<file path="src/rtl/csm_pkg.sv">
// Shared types and constants for the CSR sparse matrix-vector block.
`default_nettype none

package csm_pkg;

  // Item field widths
  localparam int unsigned OP_W    = 2;
  localparam int unsigned COL_W   = 10;
  localparam int unsigned VAL_W   = 32;
  localparam int unsigned ROW_W   = 16;

  // Stream bus widths
  localparam int unsigned S_TDATA_W = 48;
  localparam int unsigned S_TUSER_W = 2;
  localparam int unsigned M_TDATA_W = 48;

  // Result queue geometry
  localparam int unsigned OQ_DEPTH = 8;
  localparam int unsigned OQ_PTR_W = 3;
  localparam int unsigned OQ_CNT_W = 4;

  // Operation codes; code 3 is ignored
  typedef enum logic [OP_W-1:0] {
    OP_LOAD  = 2'd0,
    OP_ACCUM = 2'd1,
    OP_CLOSE = 2'd2
  } op_e;

  // Item entering the multiply-accumulate stages
  typedef struct packed {
    logic             valid;
    op_e              op;
    logic [VAL_W-1:0] value;
  } mac_in_t;

  // One closed row
  typedef struct packed {
    logic [ROW_W-1:0] row_number;
    logic [VAL_W-1:0] row_result;
  } row_out_t;

endpackage

`default_nettype wire

</file>
<file path="src/rtl/csm_outq.sv">
// Result queue between the accumulator and the output stream.
`default_nettype none

module csm_outq (
  input  wire logic                           clk_i,
  input  wire logic                           rst_ni,
  input  wire logic                           push_i,
  input  wire csm_pkg::row_out_t              push_data_i,
  output logic [csm_pkg::OQ_CNT_W-1:0]        count_o,
  output logic                                valid_o,
  input  wire logic                           ready_i,
  output csm_pkg::row_out_t                   data_o
);

  csm_pkg::row_out_t               ent_q [csm_pkg::OQ_DEPTH];
  logic [csm_pkg::OQ_PTR_W-1:0]    head_q, tail_q;
  logic [csm_pkg::OQ_CNT_W-1:0]    count_q;
  logic                            pop;

  assign valid_o = (count_q != '0);
  assign pop     = valid_o && ready_i;
  assign data_o  = ent_q[head_q];
  assign count_o = count_q;

  // Store pushed rows
  always_ff @(posedge clk_i) begin
    if (push_i) begin
      ent_q[tail_q] <= push_data_i;
    end
  end

  // Advance pointers and count
  always_ff @(posedge clk_i or negedge rst_ni) begin
    if (!rst_ni) begin
      head_q  <= '0;
      tail_q  <= '0;
      count_q <= '0;
    end else begin
      if (push_i) begin
        tail_q <= tail_q + 1'b1;
      end
      if (pop) begin
        head_q <= head_q + 1'b1;
      end
      case ({push_i, pop})
        2'b10:   count_q <= count_q + 1'b1;
        2'b01:   count_q <= count_q - 1'b1;
        default: count_q <= count_q;
      endcase
    end
  end

endmodule

`default_nettype wire

</file>
<file path="config.mk">
export PLATFORM = sky130hd
export DESIGN_NAME = csm_outq
export DESIGN_NICKNAME = d
export VERILOG_FILES = /design/src/rtl/csm_pkg.sv /design/src/rtl/csm_outq.sv
export SDC_FILE = /design/constraint.sdc
export NUM_CORES = 1
export LEC_CHECK = 0
export BUFFER_PORTS_ARGS = -buffer_cell sky130_fd_sc_hd__buf_4
export CORE_MARGIN = 3
export CORE_UTILIZATION = 44
export DETAILED_ROUTE_END_ITERATION = 10
export PLACE_DENSITY = 0.6
export SLEW_MARGIN = 20
export SYNTH_ARGS = -nofsm -noshare
export SYNTH_HDL_FRONTEND = slang
export SYNTH_SLANG_ARGS = --single-unit
export TNS_END_PERCENT = 30
</file>
<file path="constraint.sdc">
create_clock -name clk_i -period 4.8 [get_ports clk_i]
set_input_delay 0.48 -clock clk_i [delete_from_list [all_inputs] [get_ports clk_i]]
set_output_delay 0.48 -clock clk_i [all_outputs]
set_load 0.05 [all_outputs]
</file>
# After elaboration in Yosys (flattened, before gate mapping)
# Memories as Yosys holds them, arrays and structs flattened.
# Cells that the tools add are included.
[classes]
add_sub_neg = 4
eq_ne = 2
mux = 3
n_reduce_logical = 3
[ops]
columns = ["op", "count"]
rows = [
  ["4-bit one-hot mux with 2 select lines", 1],
  ["3-bit by 1-bit adder with 3-bit output, second input constant", 2],
  ["4-bit by 1-bit adder with 4-bit output, second input constant", 1],
  ["4-bit nonzero test", 1],
  ["4-bit by 1-bit subtractor with 4-bit output, second input constant", 1],
  ["2-bit by 1-bit equality test with 1-bit output, second input constant", 1],
  ["2-bit equality test, second input constant", 1],
  ["1-bit 2-to-1 mux", 2],
  ["2-bit nonzero test", 1],
  ["1-bit logical AND", 1],
]
[word_totals]
reg_bits = 10
mem_bits_rw = 384
in_bits = 52
wordCells = 16
mem_count = 1
[memory_table]
columns = ["name", "depth", "width", "rd", "rd_ports_with_merged_regs", "write_ports", "line_no", "rtl"]
rows = [
  ["ent_q", 8, 48, 1, 0, 1, "csm_outq.sv:15", "csm_pkg::row_out_t ent_q [csm_pkg::OQ_DEPTH];"],
]

# Logic depth before layout (Yosys ltp)
# Gate-level depths: netlist of run 1.
[depth]
word_depth = 4
ltp_mapped = 10
depth_no_buf = 10

# Worst setup path after synthesis of run 1
# OpenSTA, ideal clock, no wires.
[synth_path]
path_type = "reg2reg"
start = "reg tail_q[0] (netlist bit)"
end = "mem ent_q[0][0] (netlist bit) (enable)"
setup_time_ns = 0.513
arrival_ns = 3.867
slack_ns = 0.420
path_stages_with_launch = 3
path_buffers = 0
path_cell_list = "dfrtp_1 > nand2b_1 > nor3_1"
[synth_rtl]
columns = ["item", "line_no", "rtl"]
rows = [
  ["start, declared", "csm_outq.sv:16", "logic [csm_pkg::OQ_PTR_W-1:0] head_q, tail_q;"],
  ["start signal, assigned", "csm_outq.sv:40", "tail_q <= tail_q + 1'b1;"],
  ["end, declared", "csm_outq.sv:15", ""],
]
# Straight into the memory's write port.

==> impl_metrics.py, run 1 <==
metrics = {
    "timing": {
        "fin_tns_setup_ps": 0,
        "min_period_over_period": 0.7350,
        "fmax_mhz": 283.4,
        "finalCriticalPeriod_ps": 3528,
        "drv_slew": 0,
        "setup_viol": 0,
        "finalHoldViolCount": 0,
        "fin_skew_ps": 8.761,
        "rsz0062_at_grt": "no",
        "worstMarginPinSlew_ps": 1101,
        "timing.slew.headroom": 0.2662,
    },
    "route": {
        "via_per_inst": 5.361,
        "wirelength_mm": 28.81,
        "wl_per_cell_microns": 23.56,
        "drtIter0Drc": 509,
        "drt.antenna.violating_nets": 0,
        "via_count": 6557,
        "dr.pass1.iters": 4,
        "drcViolationCount": 0,
    },
    "synth": {
        "ys_dominant_reg_cell": "edfxtp_1",
        "synth_area_sq_um": 15070,
        "yosysUniqueCellTypes": 26,
        "synth-edff-count": 384,
        "synth-seq-area-share": 0.7817,
        "ys_warn_count": 0,
        "synth_nets": 666,
        "synth_top_area_frac": 0.7651,
        "synthCells": 609,
        "synth_area_leaders": "edfxtp_1, mux4_2, mux2_4",
        "yosys_register_bits": 394,
        "async_flop_share": 0.02538,
        "synth_top_area_cell": "edfxtp_1",
        "synth.avg_cell_area_sq_um": 24.75,
    },
    "final_layout": {
        "mostFrequentLayoutCells": "edfxtp_1, buf_4, mux4_2",
        "stdcell_count": 1223,
        "num_antenna_cells": 0,
        "final_common_cell": "edfxtp_1",
        "nets": 801,
        "area_growth_syn_to_layout_pct": 17.66,
        "drive_above_1_share": 0.4258,
    },
    "worst_hold_path": {
        "min_path_cells": 1,
        "hp-class": "primary input to register",
    },
    "worst_setup_path": {
        "startpoint_type": "register",
        "r2r_slack_ps": 2130,
        "reg2reg_depth": 10,
        "arrival_ps": 3050,
        "required_ps": 4320,
        "end_kind": "output pin",
        "worstSetupPathType": "register to output pin",
        "critPathMaxFanout": 73,
    },
    "placed_design": {
        "port_buffers": 104,
        "gp_congestion": 0.6750,
        "hpwl_mm": 15.64,
        "dpl.cell_count": 1149,
    },
    "global_routing": {
        "first_global_vias": 7152,
        "grt_pass1_wl_mm": 43.26,
        "overflow": 0,
        "grtUsageTotal": 0.1594,
        "antenna_found_initial": 1,
        "grt_max_degree": 74,
    },
    "clock_tree": {
        "clk-insertion-delay-late_ps": 520,
        "cts_buffers": 40,
        "cts_tree": "built",
        "clkSinkCount": 394,
        "clockBufferDepth": 3,
        "cts_setup_buffers": 0,
        "clk_pin_slew_ps": 60,
        "cts_max_level": 2,
        "cts_root_buf": "clkbuf_16",
    },
    "pwr": {
        "pwr-share-clk": 0.243,
        "power_per_cell_area_nw_per_um2": 686.1,
        "comb_power_share": 0.359,
        "peakVddDrop_uv": 427.2,
        "seq_power_share": 0.398,
        "p_int_mw": 7.979,
        "p_leak_nw": 5.885,
        "p_sw_frac": 0.3441,
        "netSwitchingPower_mw": 4.187,
    },
    "job": {
        "cap_violations": 0,
    },
    "floorplan": {
        "fp.dieArea_sq_um": 36510,
        "ioPinCount": 105,
        "die_w_microns": 191.1,
        "coreArea_sq_um": 33620,
        "initial_core_util": 0.4483,
        "die_height_microns": 191.1,
        "row_count": 67,
    },
    "outcome": {
        "status": "finished, final reports clean",
    },
}
power by group through the flow:
stage | sequential (mW) | combinational (mW) | clock [mW]
floorplan | 4.59 | 3.51 | 0
global placement | 4.90 | 4.40 | 0
detailed placement | 4.94 | 4.43 | 0
CTS | 4.87 | 4.44 | 3.03
global route | 4.92 | 4.58 | 3.18
finish | 4.85 | 4.36 | 2.96
layer usage:
metal / vias up / wire length (microns) / share of wire / GRT usage
li1: 2868 / - / - / -
met1: 3502 / 12590 / 0.44 / 0.2185
met2: 147 / 14330 / 0.50 / 0.2674
met3: 38 / 1444 / 0.050 / 0.03246
met4: 2 / 434 / 0.015 / 0.03585
met5: - / 13 / 0.00045 / 0
synthesized netlist by cell type, types with 2 or more instances:
cell,number
nor3_1,3
nand2_1,4
ha_1,5
dfrtp_1,10
nor2_1,7
buf_2,11
mux2_2,20
mux4_2,96
mux2_4,30
edfxtp_1,384
xor2_1,5
clkbuf_1,11
xnor2_1,4
buf_6,4
nand2b_1,3
inv_1,2
worst paths after layout:
kind                                             start                      to
worst max-delay path             head_q[1]$_DFFE_PN0N_              data_o[41]
worst min-delay path                    push_data_i[7]   ent_q[1][7]$_DFFE_PP_
worst max register to register  count_o[1]$_DFFE_PN0P_  count_o[2]$_DFFE_PN0P_
worst min register to register  count_o[3]$_DFFE_PN0P_  count_o[3]$_DFFE_PN0P_
max in group asynchronous                       rst_ni   head_q[2]$_DFFE_PN0N_
min in group asynchronous                       rst_ni  count_o[1]$_DFFE_PN0P_
worst max-delay path: stages (launching register included):
cell and delay, ps:
dfrtp_4 1150, buf_4 510, mux4_2 360, mux2_2 300, buf_4 200
area by class of cell:
type	count	area, sq um
Clock inverter	20	171.4
Multi-Input combinational cell	186	3181
Fill cell	2541	15880
Timing Repair Buffer	120	928.4
Tap cell	448	560.5
Clock buffer	53	1091
Sequential cell	394	11790
Inverter	2	7.507
state kept, by name, indices dropped and copies added (netlist names):
register	count
ent_q	384
count_o	4
head_q	3
tail_q	3
kinds of logic after synthesis:
| kind of cell | share of synthesized area |
|---|---|
| flip-flops | 0.7817 |
| multiplexers | 0.1897 |
| buffers and inverters | 0.01088 |
| AND/OR/NAND/NOR | 0.006808 |
| XOR/XNOR | 0.005230 |
| adder cells (fa/ha/maj) | 0.004151 |
| AO/OA/AOI/OAI | 0.001494 |
metrics by stage:
step / instance area (sq um) / hold WS (ps) / setup slack, ps / power [mW] / util
after floorplan: 15070 / 184.4 / 420.1 / 8.101 / -
after global placement: 16460 / 319.1 / 1798 / 9.301 / 0.4896
after CTS: 17730 / 167.5 / 1192 / 12.34 / 0.5275
final: 17730 / 187.4 / 1272 / 12.17 / 0.5275
after detailed placement: 16460 / 326.5 / 1754 / 9.373 / 0.4896
after global routing: 17730 / 176.9 / 1100 / 12.68 / 0.5275
timing repair:
item,4_1_cts,5_1_grt
hold endpoints to repair,10,0
gates resized for setup,0,0
hold buffers,1,0
Note: power is estimated with default switching activity, not from simulation.
==> run 2, diff against run 1 <==
Clock period 4.8 ns to 3.3 ns, I/O delays scaled along.
==> run 2 against run 1 <==
Compared with the run above:
- register-to-register slack worse by 1400 ps
- clock-buffer cell count is 3 lower
- sequential cell count stayed put
- highest routed layer unchanged
- power is 46% higher
- global-route usage is 0.14 points higher
- critical path depth stayed put
- sequential share of layout area is 0.32 points lower
- largest power group is now combinational cells
==> impl_metrics.py, run 2 (synthesis gave the netlist of run 1 again) <==
metrics = {
    "pwr": {
        "peakVddDrop_uv": 715.9,
        "finalPower_mw": 17.72,
        "p_leak_nw": 5.927,
        "power_per_cell_area_nw_per_um2": 994.5,
    },
    "floorplan": {
        "die_height_microns": 191.1,
        "coreArea_sq_um": 33620,
        "initial_core_util": 0.4483,
        "row_count": 67,
        "fp.dieArea_sq_um": 36510,
        "ioPinCount": 105,
        "die_w_microns": 191.1,
    },
    "worst_setup_path": {
        "crit_path_frequent_cell": "buf_4",
        "worstSetupPathType": "register to output pin",
        "timing.rr.end": "count_o[2]$_DFFE_PN0P_",
        "reg2reg_depth": 10,
        "crit_family": "flip-flops",
        "arrival_ps": 2530,
        "r2r_slack_ps": 720,
        "cp_cell_sequence": "buf_4, mux4_2, mux2_4, buf_4",
        "slowest_delay_ps": 750,
        "startpoint_type": "register",
        "required_ps": 2970,
        "startpoint": "head_q[1]$_DFFE_PN0N_",
        "crit-reg2reg-launch": "count_o[1]$_DFFE_PN0P_",
        "crit_buf_inv": 2,
        "end_kind": "output pin",
        "critPathMaxFanout": 32,
        "cpMaxStageDelayCell": "dfrtp_4",
    },
    "timing": {
        "timing.slew.headroom": 0.5837,
        "fin_skew_ps": 11.70,
        "finalHoldViolCount": 0,
        "rsz0062_at_grt": "no",
        "drv_slew": 0,
        "fmax_mhz": 349.9,
        "whs_ps": 40.91,
        "worstMarginPinSlew_ps": 624.5,
        "setup_viol": 0,
        "setup_ws_ps": 441.9,
        "min_period_over_period": 0.8661,
        "fin_tns_setup_ps": 0,
        "finalCriticalPeriod_ps": 2858,
    },
    "clock_tree": {
        "cts_tree": "built",
        "clkSinkCount": 394,
        "cts_setup_buffers": 0,
        "cts_max_level": 2,
        "cts_buffers": 40,
        "clockBufferDepth": 3,
        "clk_pin_slew_ps": 60,
        "clk-insertion-delay-late_ps": 520,
        "cts_root_buf": "clkbuf_16",
    },
    "global_routing": {
        "antenna_found_initial": 1,
        "grt_pass1_wl_mm": 43.65,
        "overflow": 0,
        "grtUsageTotal": 0.1608,
        "grt_max_degree": 63,
        "first_global_vias": 7152,
    },
    "placed_design": {
        "dpl_worst_slack_ps": 731.7,
        "dpl.cell_count": 1155,
        "gp_congestion": 0.7447,
        "port_buffers": 104,
        "hpwl_mm": 16.02,
        "postPlaceCellArea_sq_um": 16550,
    },
    "final_layout": {
        "nets": 807,
        "nFillCells": 2529,
        "fin_area_sq_um": 17820,
        "num_antenna_cells": 0,
        "stdcell_count": 1228,
        "finalCoreUtilization": 0.5300,
        "mostFrequentLayoutCells": "edfxtp_1, buf_4, mux4_2",
        "final_common_cell": "edfxtp_1",
        "drive_above_1_share": 0.4333,
        "area_growth_syn_to_layout_pct": 18.22,
        "largest_reg_flops": 384,
        "regMostFlops": "ent_q",
    },
    "route": {
        "drt.antenna.violating_nets": 0,
        "wl_per_cell_microns": 23.36,
        "via_count": 6545,
        "drcViolationCount": 0,
        "wirelength_mm": 28.69,
        "via_per_inst": 5.330,
        "drtIter0Drc": 509,
        "dr.pass1.iters": 4,
    },
    "worst_hold_path": {
        "min_to": "ent_q[0][1]$_DFFE_PP_",
        "hp-class": "primary input to register",
        "min_path_cells": 1,
        "worstHoldStart": "push_data_i[1]",
    },
    "job": {
        "cap_violations": 0,
    },
    "outcome": {
        "status": "finished, final reports clean",
    },
}
run 2: report_power, final:
group | total, mW | leakage [nW] | switching (mW) | internal [mW]
clock | 4.28 | 0.618 | 1.74 | 2.53
combinational | 6.73 | 1.71 | 3.94 | 2.78
sequential | 6.71 | 3.60 | 0.413 | 6.30
run 2: how the worst max path moves through the flow:
stage | endpoint | cells after the start
2_1_floorplan | ent_q[1][0]$_DFFE_PP_ | 1
3_3_place_gp | count_o[2]$_DFFE_PN0P_ | 10
3_5_place_dp | count_o[2]$_DFFE_PN0P_ | 10
4_1_cts | data_o[8] | 4
5_1_grt | data_o[15] | 4
6_report | data_o[8] | 4
run 2: per-layer routing:
| layer | vias to the layer above | part of all wire | global-route usage |
|---|---|---|---|
| met1 | 3467 | 0.43 | 0.2152 |
| met5 | - | 0.00070 | 0 |
| met2 | 143 | 0.50 | 0.2699 |
| met3 | 50 | 0.051 | 0.03704 |
| met4 | 2 | 0.021 | 0.04093 |
| li1 | 2883 | - | - |
run 2: final cells by class:
cell class / instances / area [sq um] / area share
sequential: 394 / 11790 / 0.6619
inverter: 2 / 7.507 / 0.0004213
clock inverter: 22 / 188.9 / 0.01060
clock buffer: 50 / 1070 / 0.06004
timing repair buffer: 126 / 1011 / 0.05674
multi-input combinational: 186 / 3187 / 0.1789
tap: 448 / 560.5 / 0.03146
run 2: timing repair:
item | in CTS | in global routing
gates resized for setup | 0 | 0
endpoints found under the hold margin | 10 | 0
hold buffers | 1 | 0
