$ cat src/rtl/csm_pkg.sv
// Shared types and constants for the CSR sparse matrix-vector block.
`default_nettype none

package csm_pkg;

  // Item field widths
  localparam int unsigned OP_W    = 2;
  localparam int unsigned COL_W   = 10;
  localparam int unsigned VAL_W   = 32;
  localparam int unsigned ROW_W   = 16;

  // Stream bus widths
  localparam int unsigned S_TDATA_W = 48;
  localparam int unsigned S_TUSER_W = 2;
  localparam int unsigned M_TDATA_W = 48;

  // Result queue geometry
  localparam int unsigned OQ_DEPTH = 8;
  localparam int unsigned OQ_PTR_W = 3;
  localparam int unsigned OQ_CNT_W = 4;

  // Operation codes; code 3 is ignored
  typedef enum logic [OP_W-1:0] {
    OP_LOAD  = 2'd0,
    OP_ACCUM = 2'd1,
    OP_CLOSE = 2'd2
  } op_e;

  // Item entering the multiply-accumulate stages
  typedef struct packed {
    logic             valid;
    op_e              op;
    logic [VAL_W-1:0] value;
  } mac_in_t;

  // One closed row
  typedef struct packed {
    logic [ROW_W-1:0] row_number;
    logic [VAL_W-1:0] row_result;
  } row_out_t;

endpackage

`default_nettype wire

$ cat src/rtl/csm_mac.sv
// Multiply stage, row accumulator and row counter.
`default_nettype none

module csm_mac (
  input  wire logic                           clk_i,
  input  wire logic                           rst_ni,
  input  wire csm_pkg::mac_in_t               mac_in_i,
  input  wire logic [csm_pkg::VAL_W-1:0]      vec_rdata_i,
  output logic                                push_o,
  output csm_pkg::row_out_t                   row_o
);

  logic                       p2_valid_q;
  csm_pkg::op_e               p2_op_q;
  logic [csm_pkg::VAL_W-1:0]  prod_q;
  logic [csm_pkg::VAL_W-1:0]  prod_d;
  logic [csm_pkg::VAL_W-1:0]  acc_q;
  logic [csm_pkg::ROW_W-1:0]  row_q;

  // Low word of the product; identical for signed and unsigned operands
  assign prod_d = mac_in_i.value * vec_rdata_i;

  // Register the product
  always_ff @(posedge clk_i or negedge rst_ni) begin
    if (!rst_ni) begin
      p2_valid_q <= 1'b0;
    end else begin
      p2_valid_q <= mac_in_i.valid;
    end
  end

  always_ff @(posedge clk_i) begin
    p2_op_q <= mac_in_i.op;
    prod_q  <= prod_d;
  end

  // Accumulate, or emit and clear on a row close
  always_ff @(posedge clk_i or negedge rst_ni) begin
    if (!rst_ni) begin
      acc_q <= '0;
      row_q <= '0;
    end else if (p2_valid_q) begin
      case (p2_op_q)
        csm_pkg::OP_ACCUM: begin
          acc_q <= acc_q + prod_q;
        end
        csm_pkg::OP_CLOSE: begin
          acc_q <= '0;
          row_q <= row_q + 1'b1;
        end
        default: begin
        end
      endcase
    end
  end

  assign push_o           = p2_valid_q && (p2_op_q == csm_pkg::OP_CLOSE);
  assign row_o.row_result = acc_q;
  assign row_o.row_number = row_q;

endmodule

`default_nettype wire

$ cat config.mk
export PLATFORM = sky130hd
export DESIGN_NAME = csm_mac
export DESIGN_NICKNAME = d
export VERILOG_FILES = /design/src/rtl/csm_pkg.sv /design/src/rtl/csm_mac.sv
export SDC_FILE = /design/constraint.sdc
export NUM_CORES = 1
export LEC_CHECK = 0
export BUFFER_PORTS_ARGS = -buffer_cell sky130_fd_sc_hd__buf_2
export CELL_PAD_IN_SITES_DETAIL_PLACEMENT = 1
export CELL_PAD_IN_SITES_GLOBAL_PLACEMENT = 2
export CORE_MARGIN = 10
export CORE_UTILIZATION = 44
export DETAILED_ROUTE_END_ITERATION = 7
export GPL_ROUTABILITY_DRIVEN = 1
export GPL_TIMING_DRIVEN = 0
export PLACE_DENSITY = 0.92
export SYNTH_ARGS = -nofsm -noshare
export SYNTH_HDL_FRONTEND = slang
export SYNTH_SLANG_ARGS = --single-unit
$ cat constraint.sdc
create_clock -name clk_i -period 6.5 [get_ports clk_i]
set_clock_uncertainty 0.2 [all_clocks]
set_input_delay 0.975 -clock clk_i [delete_from_list [all_inputs] [get_ports clk_i]]
set_output_delay 0.975 -clock clk_i [all_outputs]
set_load 0.05 [all_outputs]
Word level (Yosys, flattened, before mapping) --
Index checks and enable logic that the tools add are counted.
Storage, ports and cells: register bits 83, bits of input ports 69, output and inout port bits 49, word-level logic and storage cells 15
Cells by class: add/subtract/negate cells 2, $mul 1, equality and inequality tests 2, mux-type cells 1, reduce and logical (&&, ||, !) cells 4
Operator list (number):
- $pmux 32 s2 | 1
- $add 32x32->32 | 1
- $mul 32x32->32 | 1
- $add 16x1->16 const B | 1
- $reduce_and 2->1 | 2
- $eq 2x1->1 const B | 1
- $eq 2x2->1 const B | 1
- $reduce_bool 2->1 | 1
- $logic_and 1x1->1 | 1

Depth between registers and ports, before layout --
Gate-level depths: netlist of run 1.
word-level depth 3, mapped depth 25

Worst setup path after synthesis of run 1 --
OpenSTA, ideal clock, no wires.
path kind input-to-reg, start point input mac_in_i[12] (netlist name), end point register prod_q[31] (netlist name), library setup time 0.072 ns, arrival time 7.235 ns, required time 6.228 ns, slack -1.007 ns, stages 24, path buffers 2, cells stage by stage clkbuf_1 -> clkbuf_1 -> and2_1 -> fa_1 -> fa_1 -> fa_1 -> inv_1 -> fa_1 -> inv_1 -> fa_1 -> inv_1 -> fa_1 -> inv_1 -> fa_1 -> fa_1 -> ha_1 -> and3_1 -> and3_1 -> a211oi_1 -> o221ai_1 -> a31oi_1 -> o21ai_1 -> o41ai_2 -> xnor2_1
On the way: longest elaborated chain between the ends 1
RTL lines:
- start: declaration | RTL line csm_mac.sv:7 | input wire csm_pkg::mac_in_t mac_in_i,
- $mul 32x32->32 | RTL line csm_mac.sv:21 | assign prod_d = mac_in_i.value * vec_rdata_i;
- named net prod_d (one bit) | RTL line csm_mac.sv:16 | logic [csm_pkg::VAL_W-1:0] prod_d;
- end signal: assignment | RTL line csm_mac.sv:34 | prod_q <= prod_d;
- end: declaration | RTL line csm_mac.sv:15 | logic [csm_pkg::VAL_W-1:0] prod_q;
The timed path passes the listed nets, and every way through them passes these cells. A chain may end at the register's enable or synchronous reset.

Worst setup path after layout of run 1 --
start point input mac_in_i[16] (netlist name), end point register prod_q[31] (netlist name)
The elaborated chain is that of the path after synthesis.

==> results.toml, run 1 <==
[layout]
fin_util = 0.541
final_nets = 2990
multi_input_area_sq_um = 16800
drive_gt1_frac = 0.200
seq_area_sq_um = 1910
syn_to_final_growth_pct = 21.3
fillCellCount = 4984
design_area_sq_um = 24000
num_antenna_cells = 0

[logic_synthesis]
syn_inst = 2154
synth_area_leaders = "fa_1 41%, ha_1 9.9%, and2_1 9.2%"
yosys_warnings = 0
yosysTopAreaCellShare = 0.413
synthesis.area_sq_um = 19800
syn_nets = 2788
synth-edff-count = 0
syn_area_per_cell_sq_um = 9.20
yosysUniqueCellTypes = 68
synth_top_area_cell = "fa_1"
async_flop_share = 0.590
ys.flop_type = "dfrtp_1"
synth_seq_cells = 83
synth_sequential_area_ratio = 0.0963

[timing]
hold_violations = 0
clock.fmax_mhz = 137
relSlewSlack = 0.233
fin_ws_ns = -0.797
rsz0062_at_grt = "true"
tightest_slew_ns = 1.15
fin_crit_ns = 7.30
finalMaxSlewViolations = 0
period_share = 1.12
setup_viol = 19

[floorplan]
ioPinCount = 118
start_util = 0.446
coreArea_sq_um = 44400
die_w_um = 232
die_area_sq_um = 53900
num_rows = 77
die-height_um = 232

[routing]
drc = 0
vias_per_cell = 5.46
wire_per_inst_um = 24.8
first_pass_iters = 5
totalWireLength_um = 73300
ant_nets = 0
drtIter0Drc = 906
via_count = 16100

[worst_setup_path]
reg2reg_depth = 10
crit_top_cell = "fa_1"
worstPathRequired_ns = 6.57
slowest_stage = "fa_2"
critPathMaxStageDelay_ns = 0.59
worstSetupEndpointType = "flop"
crit_path_start_kind = "input pin"
path_cells = "buf_6 > buf_8 > and2_4 > fa_1 > inv_2 > fa_1 > fa_1 > fa_1 > inv_1 > fa_1 > inv_2 > fa_2 > inv_2 > fa_2 > fa_2 > ha_4 > and3_4 > and3_4 > a211oi_4 > o221ai_4 > a31oi_4 > o21ai_2 > o41ai_2 > xnor2_1"
critPathKind = "in -> reg"
arrival_ns = 7.37
cp_max_fo = 7
reg2reg_slack_ns = 3.32

[grt]
grt_usage = 0.273
grt_overflow = 0
antenna_found_initial = 4
grt_pass1_wl_um = 111000
grt_max_degree = 50
grt_pass1_vias = 18600

[placed_design]
place_congestion = 0.957
detailed_place_hpwl_um = 56400
io_buffers = 109
placed_cell_area_sq_um = 21600

[clocking]
cts_tree = "yes"
clk_latency_ns = 0.36
cts_root_buffer = "clkbuf_16"
htreeDepth = 3
cts.path.max_buffers = 2
clk_pin_slew_ns = 0.06
cts_made_buffers = 9
clock-sinks = 83

[outcome]
status = "finished with violations"
violations = "negative setup slack"

[hold_path]
whs_path_depth = 1
min_path_type = "reg -> reg"

[run]
drv_cap = 0
## registers in the layout, summed over array words and instances (netlist names)
name and flops:
acc_q 32, p2_op_q 2, p2_valid_q 1, prod_q 32, row_q 16
## per-stage QoR
stage                     setup TNS [ns]  instances  setup WS (ns)  hold WS [ns]
after floorplan                    -4.23       2154         -0.674         0.392
after global placement            -26.10       2855          -1.78         0.252
after detailed placement          -29.42       2855          -1.97         0.265
after CTS                          -6.60       2938         -0.668         0.273
after global routing              -11.87       2953         -0.981         0.294
final                              -9.68       2953         -0.797         0.266
## layer usage
metal / wire length (um) / global-route usage / vias to the layer above / part of all wire
met3: 4560 / 0.0442 / 198 / 0.062
li1: - / - / 6900 / -
met5: 13 / 0 / - / 0.00018
met4: 4290 / 0.140 / 2 / 0.059
met1: 29100 / 0.330 / 8395 / 0.40
met2: 35400 / 0.462 / 620 / 0.48
## cell usage in the layout, fill, tap and decap left out, drive strengths merged, types with 12 or more instances in the layout
| cell type | n |
|---|---|
| nand3 | 21 |
| o21ai | 40 |
| clkbuf | 87 |
| ha | 156 |
| o21a | 12 |
| a21o | 18 |
| xnor2 | 86 |
| xor2 | 32 |
| buf | 207 |
| nor2 | 39 |
| dfrtp | 49 |
| inv | 415 |
| and2 | 290 |
| nand2 | 290 |
| fa | 409 |
| dfxtp | 34 |
| a21oi | 45 |
## area by class of cell
cell class / instances / share of cell area
multi-input combinational: 1564 / 0.697
tap: 592 / 0.0308
buffer: 89 / 0.0542
timing repair buffer: 196 / 0.0614
sequential: 83 / 0.0793
inverter: 413 / 0.0645
clock buffer: 9 / 0.00937
clock inverter: 7 / 0.00318
## Yosys cell counts, types with 32 or more instances
library cell and count:
and2_1 290, ha_1 156, clkbuf_1 88, xor2_1 32, o21ai_0 32, nand2_1 290
nor2_1 39, dfrtp_1 49, xnor2_1 86, dfxtp_1 34, inv_1 413, fa_1 409
a21oi_1 41
## cell families after synthesis
family          Yosys count  synth area share
fa+ha+maj               565             0.512
simple gates            695             0.178
flops                    83            0.0963
xor+xnor                118            0.0522
compound gates          185            0.0653
buf+inv                 507            0.0963
mux                       1          0.000568
## path summary, 6_finish.rpt
path / from / end
max: mac_in_i[16] / prod_q[31]
min: row_q[15] / row_q[15]
max reg2reg: acc_q[0] / acc_q[30]
min reg2reg: row_q[15] / row_q[15]
max in group asynchronous: rst_ni / row_q[5]
min in group asynchronous: rst_ni / acc_q[8]
## worst max-delay path, delay by kind of cell
family	cells	cell delay, ns
compound gates	5	0.98
xor+xnor	1	0.17
fa+ha+maj	9	4.28
buf+inv	6	0.45
simple gates	3	0.47
## repair_timing
action,in CTS,in global routing
buffers inserted,67,18
resized for setup,328,60
endpoints found under the setup margin,22,20
pin swaps,123,41
hold buffers,0,0
gates cloned,4,0
Power of run 1 is not shown: default switching activity piles up to over one toggle a cycle in this logic, so the estimate is an artifact.
==> run 2, diff against run 1 <==
- clock period: 6.5 -> 8.45 ns (I/O delays scaled with it)
==> run 2 against run 1 <==
The run now ends clean; first-iteration DRC count is 1.2% lower; non-clock buffer count is 88 lower; via count is 4.5% lower; core utilization is 5.7 points lower; cell area is 11% lower; hold slack hardly changed; critical path depth is 3 lower; global-route usage is 1.8 points lower; highest routed layer unchanged.
==> results.toml, run 2 (synthesis results as in run 1) <==
[outcome]
status = "finished clean"

[routing]
drc = 0
totalWireLength_um = 67300
drtIter0Drc = 895
wire_per_inst_um = 23.5
first_pass_iters = 5
vias_per_cell = 5.37
ant_nets = 0
via_count = 15400

[placed_design]
place_congestion = 0.954
dp_slack_ns = -1.00
detailed_place_hpwl_um = 56900
io_buffers = 109
placed_cell_area_sq_um = 21100

[grt]
grt_usage = 0.255
grt_pass1_wl_um = 104000
grt_max_degree = 50
antenna_found_initial = 5
grt_overflow = 0
grt_pass1_vias = 17600

[layout]
layout_common_cells = "413 x inv_1, 409 x fa_1, 290 x and2_1, 290 x nand2_1, 156 x ha_1"
fin_util = 0.484
multi_input_area_sq_um = 16000
top_regs = "acc_q: 32 flops, prod_q: 32 flops, row_q: 16 flops"
design_area_sq_um = 21500
syn_to_final_growth_pct = 8.53
seq_area_sq_um = 1910
final_nets = 2902
drive_gt1_frac = 0.0875
fillCellCount = 5232
layout_commonest_cell = "inv_1"

[worst_setup_path]
path_cells = "buf_2 > clkbuf_1 > and2_1 > fa_1 > fa_1 > inv_1 > fa_1 > fa_1 > fa_1 > inv_1 > fa_1 > fa_1 > fa_1 > ha_1 > nand3_1 > or3_1 > o221ai_1 > a31oi_2 > o21ai_1 > o41ai_2 > xnor2_1"
critPathMaxStageDelay_ns = 0.55
worstPathRequired_ns = 8.45
critPathKind = "in -> reg"
crit_path_start_kind = "input pin"
reg2reg_from = "acc_q[0]"
crit_buf_inv = 4
arrival_ns = 8.08
slowest_stage = "clkbuf_1"
reg2reg_depth = 10
cp_max_fo = 10
crit_top_cell = "fa_1"
critical-path-top-delay-family = "adder cells"
r2r-end = "acc_q[30]"
reg2reg_slack_ns = 5.27
worstSetupEndpointType = "flop"

[floorplan]
num_rows = 77
die_area_sq_um = 53900
start_util = 0.446
die-height_um = 232
die_w_um = 232
coreArea_sq_um = 44400
ioPinCount = 118

[timing]
period_share = 0.956
setup_viol = 0
rsz0062_at_grt = "false"
fin_crit_ns = 8.08
clock.fmax_mhz = 124
relSlewSlack = 0.211
tightest_slew_ns = 1.18
fin_ws_ns = 0.370
hold_violations = 0
holdWs_ns = 0.265
finalMaxSlewViolations = 0

[clocking]
cts_made_buffers = 9
clk_latency_ns = 0.35
clock-sinks = 83
cts_root_buffer = "clkbuf_16"
postCtsResizedCells = 23
cts_tree = "yes"
cts_setup_buffers = 0
htreeDepth = 3
cts.path.max_buffers = 2
clk_pin_slew_ns = 0.06
cts_hold_buf = 0

[hold_path]
min_path_type = "reg -> reg"
min-delay-start = "row_q[15]"
hold_path_end = "row_q[15]"
whs_path_depth = 1

[run]
drv_cap = 0
-- run 2: cell type report --
type                    count  area share
multi-input cells        1564       0.745
inverters                 413      0.0721
repair buffers            109      0.0254
clock inverters             4     0.00343
diodes                      2    0.000233
clock buffers              12      0.0120
flip-flops and latches     83      0.0887
well taps                 592      0.0345
plain buffers              88      0.0192
-- run 2: per-stage QoR --
| step | TNS [ns] | instances |
|---|---|---|
| 6_report | 0 | 2867 |
| 5_1_grt | 0 | 2865 |
| 4_1_cts | 0 | 2865 |
| 3_5_place_dp | -7.27 | 2855 |
| 3_3_place_gp | -5.74 | 2855 |
| 2_1_floorplan | 0 | 2154 |
-- run 2: per-layer routing --
layer | track usage | wire (um) | up-vias
met2 | 0.436 | 32500 | 537
met3 | 0.0323 | 4090 | 126
li1 | - | - | 6730
met4 | 0.113 | 2990 | 2
met5 | 0 | 13 | -
met1 | 0.316 | 27700 | 7993
-- run 2: worst max path at each step --
stage | start | endpoint | slack, ns | cells after the start
3_3_place_gp | mac_in_i[4] | prod_q[31] | -0.90 | 25
5_1_grt | vec_rdata_i[3] | prod_q[31] | 0.06 | 23
3_5_place_dp | mac_in_i[4] | prod_q[31] | -1.00 | 25
6_report | vec_rdata_i[16] | prod_q[31] | 0.37 | 21
4_1_cts | mac_in_i[5] | prod_q[31] | 0.007 | 24
2_1_floorplan | mac_in_i[12] | prod_q[31] | 0.65 | 24
Power of run 2 is left out for the same reason.
==> run 3, diff against run 2 <==
==> constraint.sdc (replaced) <==
create_clock -name clk_i -period 8.45 [get_ports clk_i]
set_clock_uncertainty 0.2 [all_clocks]
set_input_delay 0.845 -clock clk_i [delete_from_list [all_inputs] [get_ports clk_i]]
set_output_delay 0.845 -clock clk_i [all_outputs]
set_load 0.05 [all_outputs]
==> run 3 against run 2 <==
Cell area down 0.30%; via count decreased by 0.34%; register-to-register slack about the same; critical endpoint unchanged; largest cell class unchanged.
==> results.toml, run 3 (synthesis results as in run 1) <==
[clocking]
htreeDepth = 3
cts_root_buffer = "clkbuf_16"
cts_made_buffers = 9
clock-sinks = 83
cts_hold_buf = 0
cts.path.max_buffers = 2
cts_tree = "yes"
clk_latency_ns = 0.35
clk_pin_slew_ns = 0.06

[placed_design]
place_congestion = 0.954
io_buffers = 109
detailed_place_hpwl_um = 56900
placed_cell_area_sq_um = 21100

[routing]
drtIter0Drc = 894
wire_per_inst_um = 23.6
drc = 0
via_count = 15300
vias_per_cell = 5.35
ant_nets = 0
totalWireLength_um = 67600
first_pass_iters = 5

[floorplan]
die-height_um = 232
start_util = 0.446
coreArea_sq_um = 44400
die_w_um = 232
ioPinCount = 118
num_rows = 77
die_area_sq_um = 53900

[layout]
drive_gt1_frac = 0.0700
multi_input_area_sq_um = 16000
fillCellCount = 5231
syn_to_final_growth_pct = 8.20
layout_common_cells = "413 x inv_1, 409 x fa_1, 290 x and2_1, 290 x nand2_1, 156 x ha_1"
design_area_sq_um = 21400
layout_commonest_cell = "inv_1"
seq_area_sq_um = 1910
final_nets = 2902
top_regs = "acc_q: 32 flops, prod_q: 32 flops, row_q: 16 flops"

[grt]
grt_max_degree = 50
antenna_found_initial = 5
grt_pass1_wl_um = 104000
grt_overflow = 0
grt_pass1_vias = 17500
grt_usage = 0.255

[timing]
relSlewSlack = 0.206
hold_violations = 0
finalMaxSlewViolations = 0
setup_viol = 0
tightest_slew_ns = 1.19
period_share = 0.961
rsz0062_at_grt = "false"
clock.fmax_mhz = 123
fin_crit_ns = 8.12

[hold_path]
min_path_type = "reg -> reg"
min-delay-start = "row_q[15]"

[run]
drv_cap = 0

[worst_setup_path]
arrival_ns = 8.12
cp_max_fo = 10
critPathKind = "in -> reg"
crit_path_start_kind = "input pin"
reg2reg_from = "acc_q[0]"
worstPathRequired_ns = 8.45
crit_start = "vec_rdata_i[5]"
worstSetupEndpointType = "flop"

[outcome]
status = "finished clean"
[run 3: area by class of cell]
type                            count  share of cell area
Sequential cell                    83              0.0890
Buffer                             88              0.0166
Tap cell                          592              0.0346
Inverter                          413              0.0723
Clock buffer                       12              0.0120
Clock inverter                      4             0.00344
Timing Repair Buffer              109              0.0255
Antenna cell                        3            0.000350
Multi-Input combinational cell   1564               0.746
[run 3: final timing paths]
kind                              end  slack [ns]  depth (start not counted)
hold reg to reg             row_q[15]        0.27                          1
max in group asynchronous  p2_valid_q        6.77                          1
setup / recovery           prod_q[31]        0.33                         24
hold / removal              row_q[15]        0.27                          1
setup reg to reg            acc_q[30]        5.27                         10
min in group asynchronous    acc_q[1]        0.54                          1
[run 3: timing repair]
item / 4_1_cts / 5_1_grt
buffers inserted: 0 / 0
resized for setup: 4 / 22
endpoints found under the setup margin: 2 / 3
[run 3: metal layers]
| metal | share of wire | track usage |
|---|---|---|
| met1 | 0.41 | 0.317 |
| met2 | 0.48 | 0.434 |
| met3 | 0.057 | 0.0310 |
| met4 | 0.045 | 0.116 |
| met5 | 0.00046 | 0 |
[run 3: critical path, stage by stage]
cell and delay, ns:
buf_2 0.24, clkbuf_1 0.59, and2_1 0.27, fa_1 0.43, fa_1 0.46, fa_1 0.55, inv_1 0.05, fa_1 0.48
inv_1 0.06, fa_1 0.50, inv_1 0.06, fa_1 0.53, inv_1 0.05, fa_1 0.39, fa_1 0.47, ha_1 0.35
and3_1 0.23, and3_1 0.18, a211oi_1 0.34, o221ai_1 0.16, a31oi_1 0.34, o21ai_1 0.16, o41ai_2 0.26, xnor2_1 0.11
[run 3: metrics by stage]
step	std cells	setup slack (ns)	hold WS (ns)	setup TNS, ns	util
5_1_grt	2865	0.00157	0.293	0	0.482
3_5_place_dp	2855	-0.578	0.258	-2.12	0.475
2_1_floorplan	2154	1.07	0.349	0	-
6_report	2868	0.329	0.265	0	0.483
3_3_place_gp	2855	-0.481	0.252	-1.43	0.475
4_1_cts	2870	0.0392	0.270	0	0.482
Power of run 3 is left out for the same reason.
